**config.mk**
```make
export PLATFORM = sky130hd
export DESIGN_NAME = tcp_ipv4_header_builder
export DESIGN_NICKNAME = d
export VERILOG_FILES = /design/src/hw/rtl/thb_pkg.sv /design/src/hw/rtl/thb_queue.sv /design/src/hw/rtl/thb_front.sv /design/src/hw/rtl/thb_back.sv /design/src/hw/rtl/tcp_ipv4_header_builder.sv
export SDC_FILE = /design/constraint.sdc
export NUM_CORES = 2
export LEC_CHECK = 0
export ABC_AREA = 0
export BUFFER_PORTS_ARGS = -buffer_cell sky130_fd_sc_hd__buf_2
export CAP_MARGIN = 20
export CORE_AREA = 4 4 388 390
export DETAILED_ROUTE_END_ITERATION = 10
export DIE_AREA = 0 0 392 394
export HOLD_SLACK_MARGIN = 0.06
export PLACE_DENSITY = 0.63
export SLEW_MARGIN = 40
export SYNTH_ARGS = -nofsm -noshare
export SYNTH_HDL_FRONTEND = slang
export SYNTH_HIERARCHICAL = 1
export SYNTH_SLANG_ARGS = --single-unit
```
**constraint.sdc**
```tcl
create_clock -name clk -period 49.7 [get_ports clk]
set_clock_uncertainty 0.05 [all_clocks]
set_input_delay 12.425 -clock clk [delete_from_list [all_inputs] [get_ports clk]]
set_output_delay 12.425 -clock clk [all_outputs]
set_load 0.02 [all_outputs]
```
**src/hw/rtl/thb_pkg.sv**
```systemverilog
// Shared types and constants for the IPv4/TCP header builder.
// No dependencies; imported by every module of the block.
package thb_pkg;

  localparam logic [16:0] COUNT_MAX = 17'h1FFFF;
  localparam logic [16:0] LEN_LIMIT = 17'd65495;
  localparam logic [15:0] IP_HLEN   = 16'd40;
  localparam logic [15:0] TCP_HLEN  = 16'd20;
  localparam logic [7:0]  VER_IHL   = 8'h45;
  localparam logic [7:0]  PROTO_TCP = 8'h06;
  localparam logic [7:0]  DATA_OFF  = 8'h50;
  localparam logic [15:0] WINDOW    = 16'hFFFF;

  localparam logic [2:0] WORD_IP0  = 3'd0;
  localparam logic [2:0] WORD_IP1  = 3'd1;
  localparam logic [2:0] WORD_ADDR = 3'd2;
  localparam logic [2:0] WORD_SEQ  = 3'd3;
  localparam logic [2:0] WORD_TCP  = 3'd4;

  // One header request: header fields plus the closing payload sum and count
  typedef struct packed {
    logic [31:0] src_addr;
    logic [31:0] dst_addr;
    logic [15:0] sport;
    logic [15:0] dport;
    logic [7:0]  flag_bits;
    logic [7:0]  ttl;
    logic [15:0] ident;
    logic [31:0] seq_num;
    logic [16:0] count;
    logic [31:0] sum;
  } thb_req_t;

  // Partial checksum sums after the first back-end stage
  typedef struct packed {
    logic [31:0] src_addr;
    logic [31:0] dst_addr;
    logic [15:0] sport;
    logic [15:0] dport;
    logic [7:0]  flag_bits;
    logic [7:0]  ttl;
    logic [15:0] ident;
    logic [31:0] seq_num;
    logic [15:0] tot_len;
    logic        err;
    logic [18:0] ip_part;
    logic [17:0] addr_part;
    logic [18:0] tcp_a;
    logic [17:0] tcp_b;
  } thb_s1_t;

  // Finished header held while its five words drain
  typedef struct packed {
    logic [31:0] src_addr;
    logic [31:0] dst_addr;
    logic [15:0] sport;
    logic [15:0] dport;
    logic [7:0]  flag_bits;
    logic [7:0]  ttl;
    logic [15:0] ident;
    logic [31:0] seq_num;
    logic [15:0] tot_len;
    logic        err;
    logic [15:0] ip_ck;
    logic [15:0] tcp_ck;
  } thb_hdr_t;

  // Ones'-complement fold of a sum of at most 21 bits; two folds suffice
  function automatic logic [15:0] fold16(input logic [20:0] s);
    logic [16:0] t1;
    logic [16:0] t2;
    t1 = {1'b0, s[15:0]} + {12'd0, s[20:16]};
    t2 = {1'b0, t1[15:0]} + {16'd0, t1[16]};
    return t2[15:0];
  endfunction

endpackage

```
**src/hw/rtl/thb_queue.sv**
```systemverilog
// Short request queue between the front and back parts of the header builder.
// Depends on thb_pkg for the request type.
module thb_queue #(
  parameter int DEPTH = 4
) (
  input  logic             clk,
  input  logic             rst_n,
  input  logic             push,
  input  thb_pkg::thb_req_t push_data,
  output logic             full,
  input  logic             pop,
  output logic             empty,
  output thb_pkg::thb_req_t pop_data
);
  import thb_pkg::*;

  localparam int AW = (DEPTH > 1) ? $clog2(DEPTH) : 1;
  localparam int CW = $clog2(DEPTH + 1);

  thb_req_t        mem [DEPTH];
  logic [AW-1:0]   wr_ptr_r, wr_ptr_nxt;
  logic [AW-1:0]   rd_ptr_r, rd_ptr_nxt;
  logic [CW-1:0]   cnt_r, cnt_nxt;
  logic            do_push, do_pop;

  assign full    = (cnt_r == CW'(DEPTH));
  assign empty   = (cnt_r == '0);
  assign do_push = push && !full;
  assign do_pop  = pop && !empty;
  assign pop_data = mem[rd_ptr_r];

  always_comb begin
    wr_ptr_nxt = wr_ptr_r;
    rd_ptr_nxt = rd_ptr_r;
    cnt_nxt    = cnt_r;
    if (do_push) begin
      wr_ptr_nxt = (wr_ptr_r == AW'(DEPTH - 1)) ? '0 : wr_ptr_r + 1'b1;
    end
    if (do_pop) begin
      rd_ptr_nxt = (rd_ptr_r == AW'(DEPTH - 1)) ? '0 : rd_ptr_r + 1'b1;
    end
    if (do_push && !do_pop) begin
      cnt_nxt = cnt_r + 1'b1;
    end else if (do_pop && !do_push) begin
      cnt_nxt = cnt_r - 1'b1;
    end
  end

  always_ff @(posedge clk) begin
    if (!rst_n) begin
      wr_ptr_r <= '0;
      rd_ptr_r <= '0;
      cnt_r    <= '0;
    end else begin
      wr_ptr_r <= wr_ptr_nxt;
      rd_ptr_r <= rd_ptr_nxt;
      cnt_r    <= cnt_nxt;
    end
  end

  always_ff @(posedge clk) begin
    if (do_push) begin
      mem[wr_ptr_r] <= push_data;
    end
  end

endmodule

```
**src/hw/rtl/thb_front.sv**
```systemverilog
// Front part: takes payload bytes, keeps the running ones'-complement sum
// and byte count, and queues a header request on the last item. Uses thb_pkg.
module thb_front (
  input  logic              clk,
  input  logic              rst_n,
  input  logic              in_push,
  output logic              in_full,
  input  logic [31:0]       in_src_addr,
  input  logic [31:0]       in_dst_addr,
  input  logic [15:0]       in_sport,
  input  logic [15:0]       in_dport,
  input  logic [7:0]        in_flag_bits,
  input  logic [7:0]        in_ttl,
  input  logic [15:0]       in_ident,
  input  logic [31:0]       in_seq_num,
  input  logic [7:0]        in_payload_byte,
  input  logic              in_byte_valid,
  input  logic              in_last,
  output logic              req_push,
  output thb_pkg::thb_req_t req_data,
  input  logic              req_full
);
  import thb_pkg::*;

  logic [31:0] sum_r, sum_nxt;
  logic [16:0] count_r, count_nxt;
  logic [31:0] sum_upd;
  logic [16:0] count_upd;
  logic [31:0] addend;
  logic [32:0] raw;
  logic        accept, take;

  assign in_full = req_full;
  assign accept  = in_push && !req_full;
  assign take    = in_byte_valid && (count_r != COUNT_MAX);

  // Even byte positions are the high half of a 16-bit pair
  assign addend = count_r[0] ? {24'd0, in_payload_byte} : {16'd0, in_payload_byte, 8'd0};
  assign raw    = {1'b0, sum_r} + {1'b0, addend};

  always_comb begin
    sum_upd   = sum_r;
    count_upd = count_r;
    if (take) begin
      // end-around carry
      sum_upd   = raw[31:0] + {31'd0, raw[32]};
      count_upd = count_r + 1'b1;
    end
    sum_nxt   = sum_r;
    count_nxt = count_r;
    if (accept) begin
      sum_nxt   = in_last ? '0 : sum_upd;
      count_nxt = in_last ? '0 : count_upd;
    end
  end

  assign req_push = accept && in_last;

  always_comb begin
    req_data.src_addr  = in_src_addr;
    req_data.dst_addr  = in_dst_addr;
    req_data.sport     = in_sport;
    req_data.dport     = in_dport;
    req_data.flag_bits = in_flag_bits;
    req_data.ttl       = in_ttl;
    req_data.ident     = in_ident;
    req_data.seq_num   = in_seq_num;
    req_data.count     = count_upd;
    req_data.sum       = sum_upd;
  end

  always_ff @(posedge clk) begin
    if (!rst_n) begin
      sum_r   <= '0;
      count_r <= '0;
    end else begin
      sum_r   <= sum_nxt;
      count_r <= count_nxt;
    end
  end

endmodule

```
**src/hw/rtl/thb_back.sv**
```systemverilog
// Back part: two checksum stages and a header slot that drains as five
// 64-bit words in wire order. Uses thb_pkg.
module thb_back (
  input  logic              clk,
  input  logic              rst_n,
  input  logic              req_valid,
  input  thb_pkg::thb_req_t req_data,
  output logic              req_pop,
  output logic              out_empty,
  input  logic              out_pop,
  output logic [63:0]       out_header_word,
  output logic [2:0]        out_word_index,
  output logic              out_length_error,
  output logic              out_last_word
);
  import thb_pkg::*;

  thb_s1_t     s1_r, s1_nxt;
  logic        s1_v_r, s1_v_nxt;
  thb_hdr_t    hdr_r, hdr_nxt;
  logic        hdr_v_r, hdr_v_nxt;
  logic [2:0]  idx_r, idx_nxt;
  logic        hdr_done, hdr_free, s1_adv, s1_ready;
  logic [15:0] tcp_len;
  logic [18:0] ip_pre;
  logic [20:0] tcp_total;

  assign hdr_done = hdr_v_r && out_pop && (idx_r == WORD_TCP);
  assign hdr_free = !hdr_v_r || hdr_done;
  assign s1_adv   = s1_v_r && hdr_free;
  assign s1_ready = !s1_v_r || hdr_free;
  assign req_pop  = req_valid && s1_ready;

  // Stage one: lengths and partial sums
  assign tcp_len = req_data.count[15:0] + TCP_HLEN;
  always_comb begin
    s1_nxt.src_addr  = req_data.src_addr;
    s1_nxt.dst_addr  = req_data.dst_addr;
    s1_nxt.sport     = req_data.sport;
    s1_nxt.dport     = req_data.dport;
    s1_nxt.flag_bits = req_data.flag_bits;
    s1_nxt.ttl       = req_data.ttl;
    s1_nxt.ident     = req_data.ident;
    s1_nxt.seq_num   = req_data.seq_num;
    s1_nxt.tot_len   = req_data.count[15:0] + IP_HLEN;
    s1_nxt.err       = (req_data.count > LEN_LIMIT);
    s1_nxt.addr_part = {2'd0, req_data.src_addr[31:16]} + {2'd0, req_data.src_addr[15:0]}
                     + {2'd0, req_data.dst_addr[31:16]} + {2'd0, req_data.dst_addr[15:0]};
    ip_pre           = {3'd0, VER_IHL, 8'd0} + {3'd0, s1_nxt.tot_len}
                     + {3'd0, req_data.ident} + {3'd0, req_data.ttl, PROTO_TCP};
    s1_nxt.ip_part   = ip_pre + {1'b0, s1_nxt.addr_part};
    s1_nxt.tcp_a     = {11'd0, PROTO_TCP} + {3'd0, tcp_len}
                     + {3'd0, req_data.sport} + {3'd0, req_data.dport}
                     + {3'd0, req_data.seq_num[31:16]} + {3'd0, req_data.seq_num[15:0]};
    s1_nxt.tcp_b     = {2'd0, DATA_OFF, req_data.flag_bits} + {2'd0, WINDOW}
                     + {2'd0, req_data.sum[31:16]} + {2'd0, req_data.sum[15:0]};
  end

  // Stage two: fold, complement and load the header slot
  assign tcp_total = {3'd0, s1_r.addr_part} + {2'd0, s1_r.tcp_a} + {3'd0, s1_r.tcp_b};
  always_comb begin
    hdr_nxt.src_addr  = s1_r.src_addr;
    hdr_nxt.dst_addr  = s1_r.dst_addr;
    hdr_nxt.sport     = s1_r.sport;
    hdr_nxt.dport     = s1_r.dport;
    hdr_nxt.flag_bits = s1_r.flag_bits;
    hdr_nxt.ttl       = s1_r.ttl;
    hdr_nxt.ident     = s1_r.ident;
    hdr_nxt.seq_num   = s1_r.seq_num;
    hdr_nxt.tot_len   = s1_r.tot_len;
    hdr_nxt.err       = s1_r.err;
    hdr_nxt.ip_ck     = ~fold16({2'd0, s1_r.ip_part});
    hdr_nxt.tcp_ck    = ~fold16(tcp_total);
  end

  always_comb begin
    s1_v_nxt = s1_v_r;
    if (req_pop) begin
      s1_v_nxt = 1'b1;
    end else if (s1_adv) begin
      s1_v_nxt = 1'b0;
    end
    hdr_v_nxt = hdr_v_r;
    idx_nxt   = idx_r;
    if (s1_adv) begin
      hdr_v_nxt = 1'b1;
      idx_nxt   = WORD_IP0;
    end else if (hdr_done) begin
      hdr_v_nxt = 1'b0;
    end else if (hdr_v_r && out_pop) begin
      idx_nxt = idx_r + 3'd1;
    end
  end

  always_ff @(posedge clk) begin
    if (!rst_n) begin
      s1_v_r  <= 1'b0;
      hdr_v_r <= 1'b0;
      idx_r   <= WORD_IP0;
    end else begin
      s1_v_r  <= s1_v_nxt;
      hdr_v_r <= hdr_v_nxt;
      idx_r   <= idx_nxt;
    end
  end

  always_ff @(posedge clk) begin
    if (req_pop) begin
      s1_r <= s1_nxt;
    end
    if (s1_adv) begin
      hdr_r <= hdr_nxt;
    end
  end

  assign out_empty        = !hdr_v_r;
  assign out_word_index   = idx_r;
  assign out_length_error = hdr_r.err;
  assign out_last_word    = (idx_r == WORD_TCP);

  always_comb begin
    case (idx_r)
      WORD_IP0:  out_header_word = {VER_IHL, 8'd0, hdr_r.tot_len, hdr_r.ident, 16'd0};
      WORD_IP1:  out_header_word = {hdr_r.ttl, PROTO_TCP, hdr_r.ip_ck, hdr_r.src_addr};
      WORD_ADDR: out_header_word = {hdr_r.dst_addr, hdr_r.sport, hdr_r.dport};
      WORD_SEQ:  out_header_word = {hdr_r.seq_num, 32'd0};
      WORD_TCP:  out_header_word = {DATA_OFF, hdr_r.flag_bits, WINDOW, hdr_r.tcp_ck, 16'd0};
      default:   out_header_word = '0;
    endcase
  end

endmodule

```
**src/hw/rtl/tcp_ipv4_header_builder.sv**
```systemverilog
// IPv4/TCP header builder: payload bytes in, 40-byte header out as five words.
// Takes one item per cycle while in_full is low; a last item's request passes
// the queue and stage one to the header slot, which sends one word per cycle
// while out_pop is high. The request queue (REQ_DEPTH) absorbs bursts of short
// packets. Synchronous active-low reset clears sum, count, queue, output slot.
module tcp_ipv4_header_builder #(
  parameter int REQ_DEPTH = 4
) (
  input  logic        clk,
  input  logic        rst_n,
  input  logic        in_push,
  output logic        in_full,
  input  logic [31:0] in_src_addr,
  input  logic [31:0] in_dst_addr,
  input  logic [15:0] in_sport,
  input  logic [15:0] in_dport,
  input  logic [7:0]  in_flag_bits,
  input  logic [7:0]  in_ttl,
  input  logic [15:0] in_ident,
  input  logic [31:0] in_seq_num,
  input  logic [7:0]  in_payload_byte,
  input  logic        in_byte_valid,
  input  logic        in_last,
  output logic        out_empty,
  input  logic        out_pop,
  output logic [63:0] out_header_word,
  output logic [2:0]  out_word_index,
  output logic        out_length_error,
  output logic        out_last_word
);
  import thb_pkg::*;

  thb_req_t req_in, req_out;
  logic     req_push, req_full, req_pop, req_empty;

  thb_front u_front (
    .clk            (clk),
    .rst_n          (rst_n),
    .in_push        (in_push),
    .in_full        (in_full),
    .in_src_addr    (in_src_addr),
    .in_dst_addr    (in_dst_addr),
    .in_sport       (in_sport),
    .in_dport       (in_dport),
    .in_flag_bits   (in_flag_bits),
    .in_ttl         (in_ttl),
    .in_ident       (in_ident),
    .in_seq_num     (in_seq_num),
    .in_payload_byte(in_payload_byte),
    .in_byte_valid  (in_byte_valid),
    .in_last        (in_last),
    .req_push       (req_push),
    .req_data       (req_in),
    .req_full       (req_full)
  );

  thb_queue #(
    .DEPTH(REQ_DEPTH)
  ) u_queue (
    .clk      (clk),
    .rst_n    (rst_n),
    .push     (req_push),
    .push_data(req_in),
    .full     (req_full),
    .pop      (req_pop),
    .empty    (req_empty),
    .pop_data (req_out)
  );

  thb_back u_back (
    .clk             (clk),
    .rst_n           (rst_n),
    .req_valid       (!req_empty),
    .req_data        (req_out),
    .req_pop         (req_pop),
    .out_empty       (out_empty),
    .out_pop         (out_pop),
    .out_header_word (out_header_word),
    .out_word_index  (out_word_index),
    .out_length_error(out_length_error),
    .out_last_word   (out_last_word)
  );

  // A header always starts at word zero
  a_first_word: assert property (@(posedge clk) disable iff (!rst_n)
    $fell(out_empty) |-> out_word_index == WORD_IP0)
    else $error("header did not start at word zero");

  // Words of one header follow in order
  a_word_order: assert property (@(posedge clk) disable iff (!rst_n)
    (!out_empty && out_pop && !out_last_word) |=>
      (!out_empty && out_word_index == $past(out_word_index) + 3'd1))
    else $error("header word skipped or lost");

  // The length flag belongs to the whole header
  a_err_steady: assert property (@(posedge clk) disable iff (!rst_n)
    (!out_empty && out_pop && !out_last_word) |=>
      out_length_error == $past(out_length_error))
    else $error("length flag changed within a header");

  // A request is never pushed into a full queue
  a_no_overflow: assert property (@(posedge clk) disable iff (!rst_n)
    req_push |-> !req_full)
    else $error("request queue overflow");

endmodule
```
Yosys cells after proc, flatten, opt, wreduce, memory -nomap -nowiden
Memories as Yosys holds them, arrays and structs flattened. A register that Yosys moved wholly into a read port is not among the register bits. Index checks and enable logic that the tools add are counted.

Bits in registers: 521. Bits in writable memories: 836. Input port bits: 174. Output and inout port bits: 71. Logic and storage cells: 123. Memories kept: 1.

Memory list: u_queue.mem (depth 4, bits a word 209, rd ports 1, clocked after Yosys merged registers in 1, wr ports 1, line thb_queue.sv:20) `thb_req_t mem [DEPTH];`.

Add/subtract/negate cells: 31. Magnitude comparators: 1. Eq/ne operators: 8. Multiplexer cells: 18. Bitwise operators: 4. Reduce and logical (&&, ||, !) cells: 26.

Operators with widths (count): 64-bit case mux with 5 select lines (1); 19-bit by 16-bit adder with 19-bit output (6); 18-bit by 16-bit adder with 18-bit output (4); 32-bit two-way mux (2); 17-bit two-way mux (2); 32-bit by 32-bit adder with 33-bit output (1); 16-bit by 1-bit adder with 16-bit output (2); 32-bit by 1-bit adder with 32-bit output (1); 16-bit NOT (2); 21-bit by 18-bit adder with 21-bit output (1); 18-bit by 19-bit adder with 20-bit output (1); 19-bit by 18-bit adder with 19-bit output (1); 15-bit by 16-bit adder with 17-bit output (first input constant) (1); 15-bit by 16-bit adder with 17-bit output (second input constant) (1); 16-bit by 16-bit adder with 17-bit output (1); 16-bit by 3-bit adder with 17-bit output (1); 16-bit by 5-bit adder with 17-bit output (1); 17-bit by 1-bit adder with 17-bit output (second input constant) (1); 3-bit by 16-bit adder with 17-bit output (first input constant) (1); 17-bit by 16-bit greater-than comparator with 1-bit output (second input constant) (1); 17-bit inequality test (second input constant) (1); 16-bit by 5-bit adder with 16-bit output (second input constant) (1); 16-bit by 6-bit adder with 16-bit output (second input constant) (1); 16-bit two-way mux (1); other kinds (18) (52).

Logic depth before layout (Yosys ltp)
Word-level depth: 9. Mapped depth: 31. Mapped depth without buffers: 31.

Modules after synthesis
The synthesis kept the hierarchy.

Modules (own cells, without submodules): thb_queue (instances 1, cells each 1142, area an instance 30574.3 um^2, sequential area each 25284.2 um^2); thb_back (instances 1, cells each 1881, area an instance 24867.6 um^2, sequential area each 13913.3 um^2); thb_front (instances 1, cells each 848, area an instance 6104.6 um^2, sequential area each 980.9 um^2); tcp_ipv4_header_builder (instances 1, cells each 1, area an instance 3.8 um^2, sequential area each 0.0 um^2).

Worst setup path after synthesis
Ideal clock, no wire load.

Path kind: in2reg. Start point: input out_pop. End point: register u_queue.cnt_r[2]. Setup time: 0.076 ns. Data arrival time: 35.193 ns. Data required time: 49.574 ns. Slack: 14.381 ns. Stages on the path: 6. Path buffers: 0. Cell sequence: a21oi_1 a21boi_0 o31ai_1 ha_1 or3_1 a21boi_0.

Cells in the longest elaborated chain, start to end: 9. Elaborated cells on any way between the ends: 11. Those cells by class: mux: 1; reduce/logical: 10.

RTL lines: start, declared (line tcp_ipv4_header_builder.sv:25) `input logic out_pop,`; 1-bit logical AND (*) (2 in a row) (line thb_back.sv:28) `assign hdr_done = hdr_v_r && out_pop && (idx_r == WORD_TCP);`; 1-bit logical OR (*) (line thb_back.sv:29) `assign hdr_free = !hdr_v_r || hdr_done;`; 1-bit logical OR (*) (line thb_back.sv:31) `assign s1_ready = !s1_v_r || hdr_free;`; 1-bit logical AND (*) (line thb_back.sv:32) `assign req_pop = req_valid && s1_ready;`; via req_pop (line tcp_ipv4_header_builder.sv:34) `logic req_push, req_full, req_pop, req_empty;`; 1-bit logical AND (*) (line thb_queue.sv:29) `assign do_pop = pop && !empty;`; 1-bit zero test (line thb_queue.sv:42) `if (do_push && !do_pop) begin`; 1-bit logical AND (line thb_queue.sv:42); 3-bit two-way mux or 2-bit nonzero test (tied branches); end signal, assigned (line thb_queue.sv:57) `cnt_r <= cnt_nxt;`; end, declared (line thb_queue.sv:23) `logic [CW-1:0] cnt_r, cnt_nxt;`.

Mark *: on every way through the listed nets, which the timed path passes. The rest lies on a longest branch. A chain may end at the register's enable or synchronous reset.

==> flow_metrics.py <==
metrics = {
    "outcome": {
        "status": "complete, no violations",
    },
    "placed_design": {
        "hpwl_mm": 108,
        "portBuffers": 244,
        "globalplace.congestion": 0.888,
        "placed_cell_area_um2": 63800,
    },
    "synth": {
        "yosysSeqAreaShare": 0.653,
        "synth_area_leaders": "edfxtp_1 63%, mux4_2 7.6%, fa_1 4.5%",
        "synth_edf_count": 1296,
        "syn_inst": 3872,
        "synth_area_um2": 61600,
        "synthAdderAreaFrac": 0.0816,
        "ys_async_sr_fraction": 0,
        "yosys.area_share.simple": 0.0556,
        "yosysUniqueCellTypes": 100,
        "synth_ff_type": "edfxtp_1",
        "yosysTopAreaCellShare": 0.632,
        "synth_top_family_by_area": "adder cells",
        "synth_xor_area_frac": 0.0294,
        "synth_mux_area_frac": 0.0778,
        "yosys.area.top_type": "edfxtp_1",
        "synth-compound-area-share": 0.0528,
        "ys_ff_latch": 1359,
        "syn_area_per_cell_um2": 15.9,
        "synthesis.nets": 4365,
        "yosysWarningCount": 6,
    },
    "layout": {
        "drive_gt1_frac": 0.188,
        "final_cell_area_um2": 68400,
        "area_delta_synth_final_pct": 11.2,
        "nNetsFinal": 4499,
        "fillerInstances": 12600,
        "seqCellArea_um2": 40200,
        "multiInputGateArea_um2": 18300,
    },
    "timing": {
        "period_share": 0.344,
        "setup_violations": 0,
        "max_clock_freq_ghz": 0.0585,
        "rsz0062_at_grt": "no",
        "hold_viol_final": 0,
        "slew_violations": 0,
        "tightest_slew_ps": 917,
        "final.setup.tns_ps": 0,
        "relSlewSlack": 0.389,
        "min_period_ps": 17090,
    },
    "worst_hold_path": {
        "hp-class": "flip-flop to flip-flop",
    },
    "setup_path": {
        "critPathSlowestCell": "nor4_2",
        "cpMostUsedCell": "ha_1",
        "max_stage_delay_ps": 620,
        "cp-start-kind": "input pin",
        "crit_chain": "buf_2 > and2_1 > ha_1 > o211ai_1 > o21ai_1 > a31o_2 > nor2_1 > nor3b_1 > ha_1 > and3_1 > nand2_1 > nor4b_2 > nand4_1 > nor4_2 > nand2b_1 > xnor2_1 > o21ai_0",
        "end_kind": "flip-flop",
        "crit_end": "u_queue/mem[0][27]$_DFFE_PP_",
        "required_ps": 50170,
        "rr_worst_depth": 24,
        "r2r_end": "u_back/s1_r[72]$_DFFE_PP_",
        "crit_fanout": 10,
        "cp.arrival_ps": 17560,
        "critPathLaunch": "in_payload_byte[5]",
        "critPathKind": "input pin to flip-flop",
        "rrSetupSlack_ps": 40770,
    },
    "global_route": {
        "antenna_found_initial": 29,
        "grt-ovfl-total": 0,
        "grt_pass1_wl_mm": 223,
        "grt_pass1_vias": 32800,
        "grt_max_degree": 158,
        "track_usage": 0.196,
    },
    "floorplan": {
        "chipHeight_um": 394,
        "num_rows": 141,
        "start_util": 0.418,
        "coreArea_um2": 147000,
        "die_w_um": 392,
        "die-area_um2": 154000,
        "ios": 245,
    },
    "cts": {
        "cts_tree": "done",
        "clkTransAtPathRegs_ps": 60,
        "cts.sinks": 1359,
        "cts_buffers": 138,
        "post-cts-setup-buffer-count": 0,
        "clockBufferDepth": 3,
        "ctsHoldBuffers": 0,
        "htreeDepth": 4,
        "clk-insertion-delay-late_ps": 760,
        "root_buffer": "clkbuf_16",
        "cts_resized": 0,
    },
    "drt": {
        "via_per_inst": 5.40,
        "drt-pass1-iter-count": 6,
        "wl_mm": 151,
        "wl_per_cell_um": 25.0,
        "vias": 32700,
        "drt.antenna.violating_nets": 0,
        "drc_errors": 0,
        "drt_iter0_drc": 2829,
    },
    "run": {
        "max-cap-violations": 0,
    },
}
[per-layer routing]
layer | GRT usage | vias to the layer above | wire [um] | part of all wire
met2 | 0.315 | 968 | 72600 | 0.48
li1 | - | 14700 | - | -
met4 | 0.0574 | 10 | 3970 | 0.026
met1 | 0.275 | 16800 | 65700 | 0.43
met5 | 0 | - | 76 | 0.00050
met3 | 0.0361 | 194 | 8800 | 0.058
[flip-flops by register name, summed over array words and instances, names as in the netlist, named ones only]
name,flops
u_back/s1_r,74
u_queue/rd_ptr_r,2
u_front/count_r,17
u_back/out_length_error,1
u_queue/wr_ptr_r,2
u_back/hdr_nxt,177
u_back/out_word_index,3
u_back/hdr_r,208
u_back/hdr_v_r,1
u_queue/mem,836
u_front/sum_r,32
u_back/s1_v_r,1
u_queue/cnt_r,3
[cell families after synthesis]
logic type,after synthesis
flip-flops,1359
AO/OA/AOI/OAI,467
adder cells (fa/ha/maj),319
buffers and inverters,620
AND/OR/NAND/NOR,686
XOR/XNOR,204
multiplexers,217
[worst min path at each step]
stage	slack [ps]	end	depth (start not counted)	from
after floorplan	350	u_back/hdr_r[100]$_DFFE_PP_	0	u_back/hdr_nxt[100]$_DFFE_PP_
after global placement	350	u_back/hdr_r[127]$_DFFE_PP_	0	u_back/hdr_nxt[127]$_DFFE_PP_
after detailed placement	350	u_back/hdr_r[134]$_DFFE_PP_	0	u_back/hdr_nxt[134]$_DFFE_PP_
after CTS	350	u_back/hdr_r[56]$_DFFE_PP_	0	u_back/hdr_nxt[56]$_DFFE_PP_
after global routing	370	u_back/hdr_r[47]$_DFFE_PP_	0	u_back/hdr_nxt[47]$_DFFE_PP_
final	360	u_back/hdr_r[56]$_DFFE_PP_	0	u_back/hdr_nxt[56]$_DFFE_PP_
[layout make-up]
type,count,area share
tap,1930,0.0353
timing repair buffer,292,0.0257
clock buffer,165,0.0530
antenna,8,0.000293
multi-input combinational,1893,0.268
inverter,322,0.0177
sequential,1359,0.587
clock inverter,86,0.0128
[synthesized netlist by cell type, drive strengths merged (6+ instances only)]
| cell | n |
|---|---|
| a22oi | 80 |
| o2111ai | 8 |
| a22o | 17 |
| o22ai | 8 |
| a221oi | 17 |
| clkbuf | 70 |
| a31oi | 8 |
| and3 | 27 |
| ha | 182 |
| mux4 | 209 |
| a211o | 6 |
| o21bai | 9 |
| a222oi | 10 |
| xnor2 | 139 |
| or2 | 17 |
| nor3 | 37 |
| o211ai | 10 |
| nor3b | 10 |
| a21o | 22 |
| a21oi | 82 |
| nand2 | 182 |
| or3 | 16 |
| nor4 | 17 |
| dfxtp | 63 |
| nor2b | 32 |
| nand2b | 14 |
| nand4 | 35 |
| nand3 | 80 |
| and4 | 7 |
| xor2 | 65 |
| o31ai | 12 |
| o21ai | 96 |
| o311ai | 8 |
| buf | 228 |
| edfxtp | 1296 |
| mux2i | 7 |
| fa | 137 |
| a211oi | 15 |
| o21a | 11 |
| and2 | 33 |
| nor2 | 159 |
| a21boi | 15 |
| or4 | 6 |
| inv | 322 |
[through the flow]
step                utilization  setup WS, ps  hold WS [ps]  std cells
floorplan                     -         14380           350       3872
global placement          0.433         32120           351       5788
detailed placement        0.433         31930           355       5790
CTS                       0.464         32770           354       6041
global route              0.465         32280           371       6047
finish                    0.465         32610           355       6055
[layout by cell type, fill, tap and decap left out, types with 26 or more instances in the layout]
cell type / instances
nand3_1: 79
edfxtp_1: 1296
nor3_1: 36
buf_2: 244
and3_1: 26
xor2_1: 65
nand4_1: 35
xnor2_1: 136
buf_4: 26
a22oi_1: 80
nand2_1: 182
clkbuf_16: 141
dfxtp_1: 60
o21ai_0: 87
nor2_1: 158
ha_1: 182
inv_1: 321
fa_1: 137
a21oi_1: 77
mux4_2: 209
nor2b_1: 28
[worst max-delay path, delay by kind of cell]
family	cells	cell delay, ps
XOR/XNOR	1	180
adder cells (fa/ha/maj)	2	710
AO/OA/AOI/OAI	4	1290
buffers and inverters	1	110
AND/OR/NAND/NOR	9	2840
Power is not shown: default switching activity piles up to over one toggle a cycle in this logic, so the estimate is an artifact.
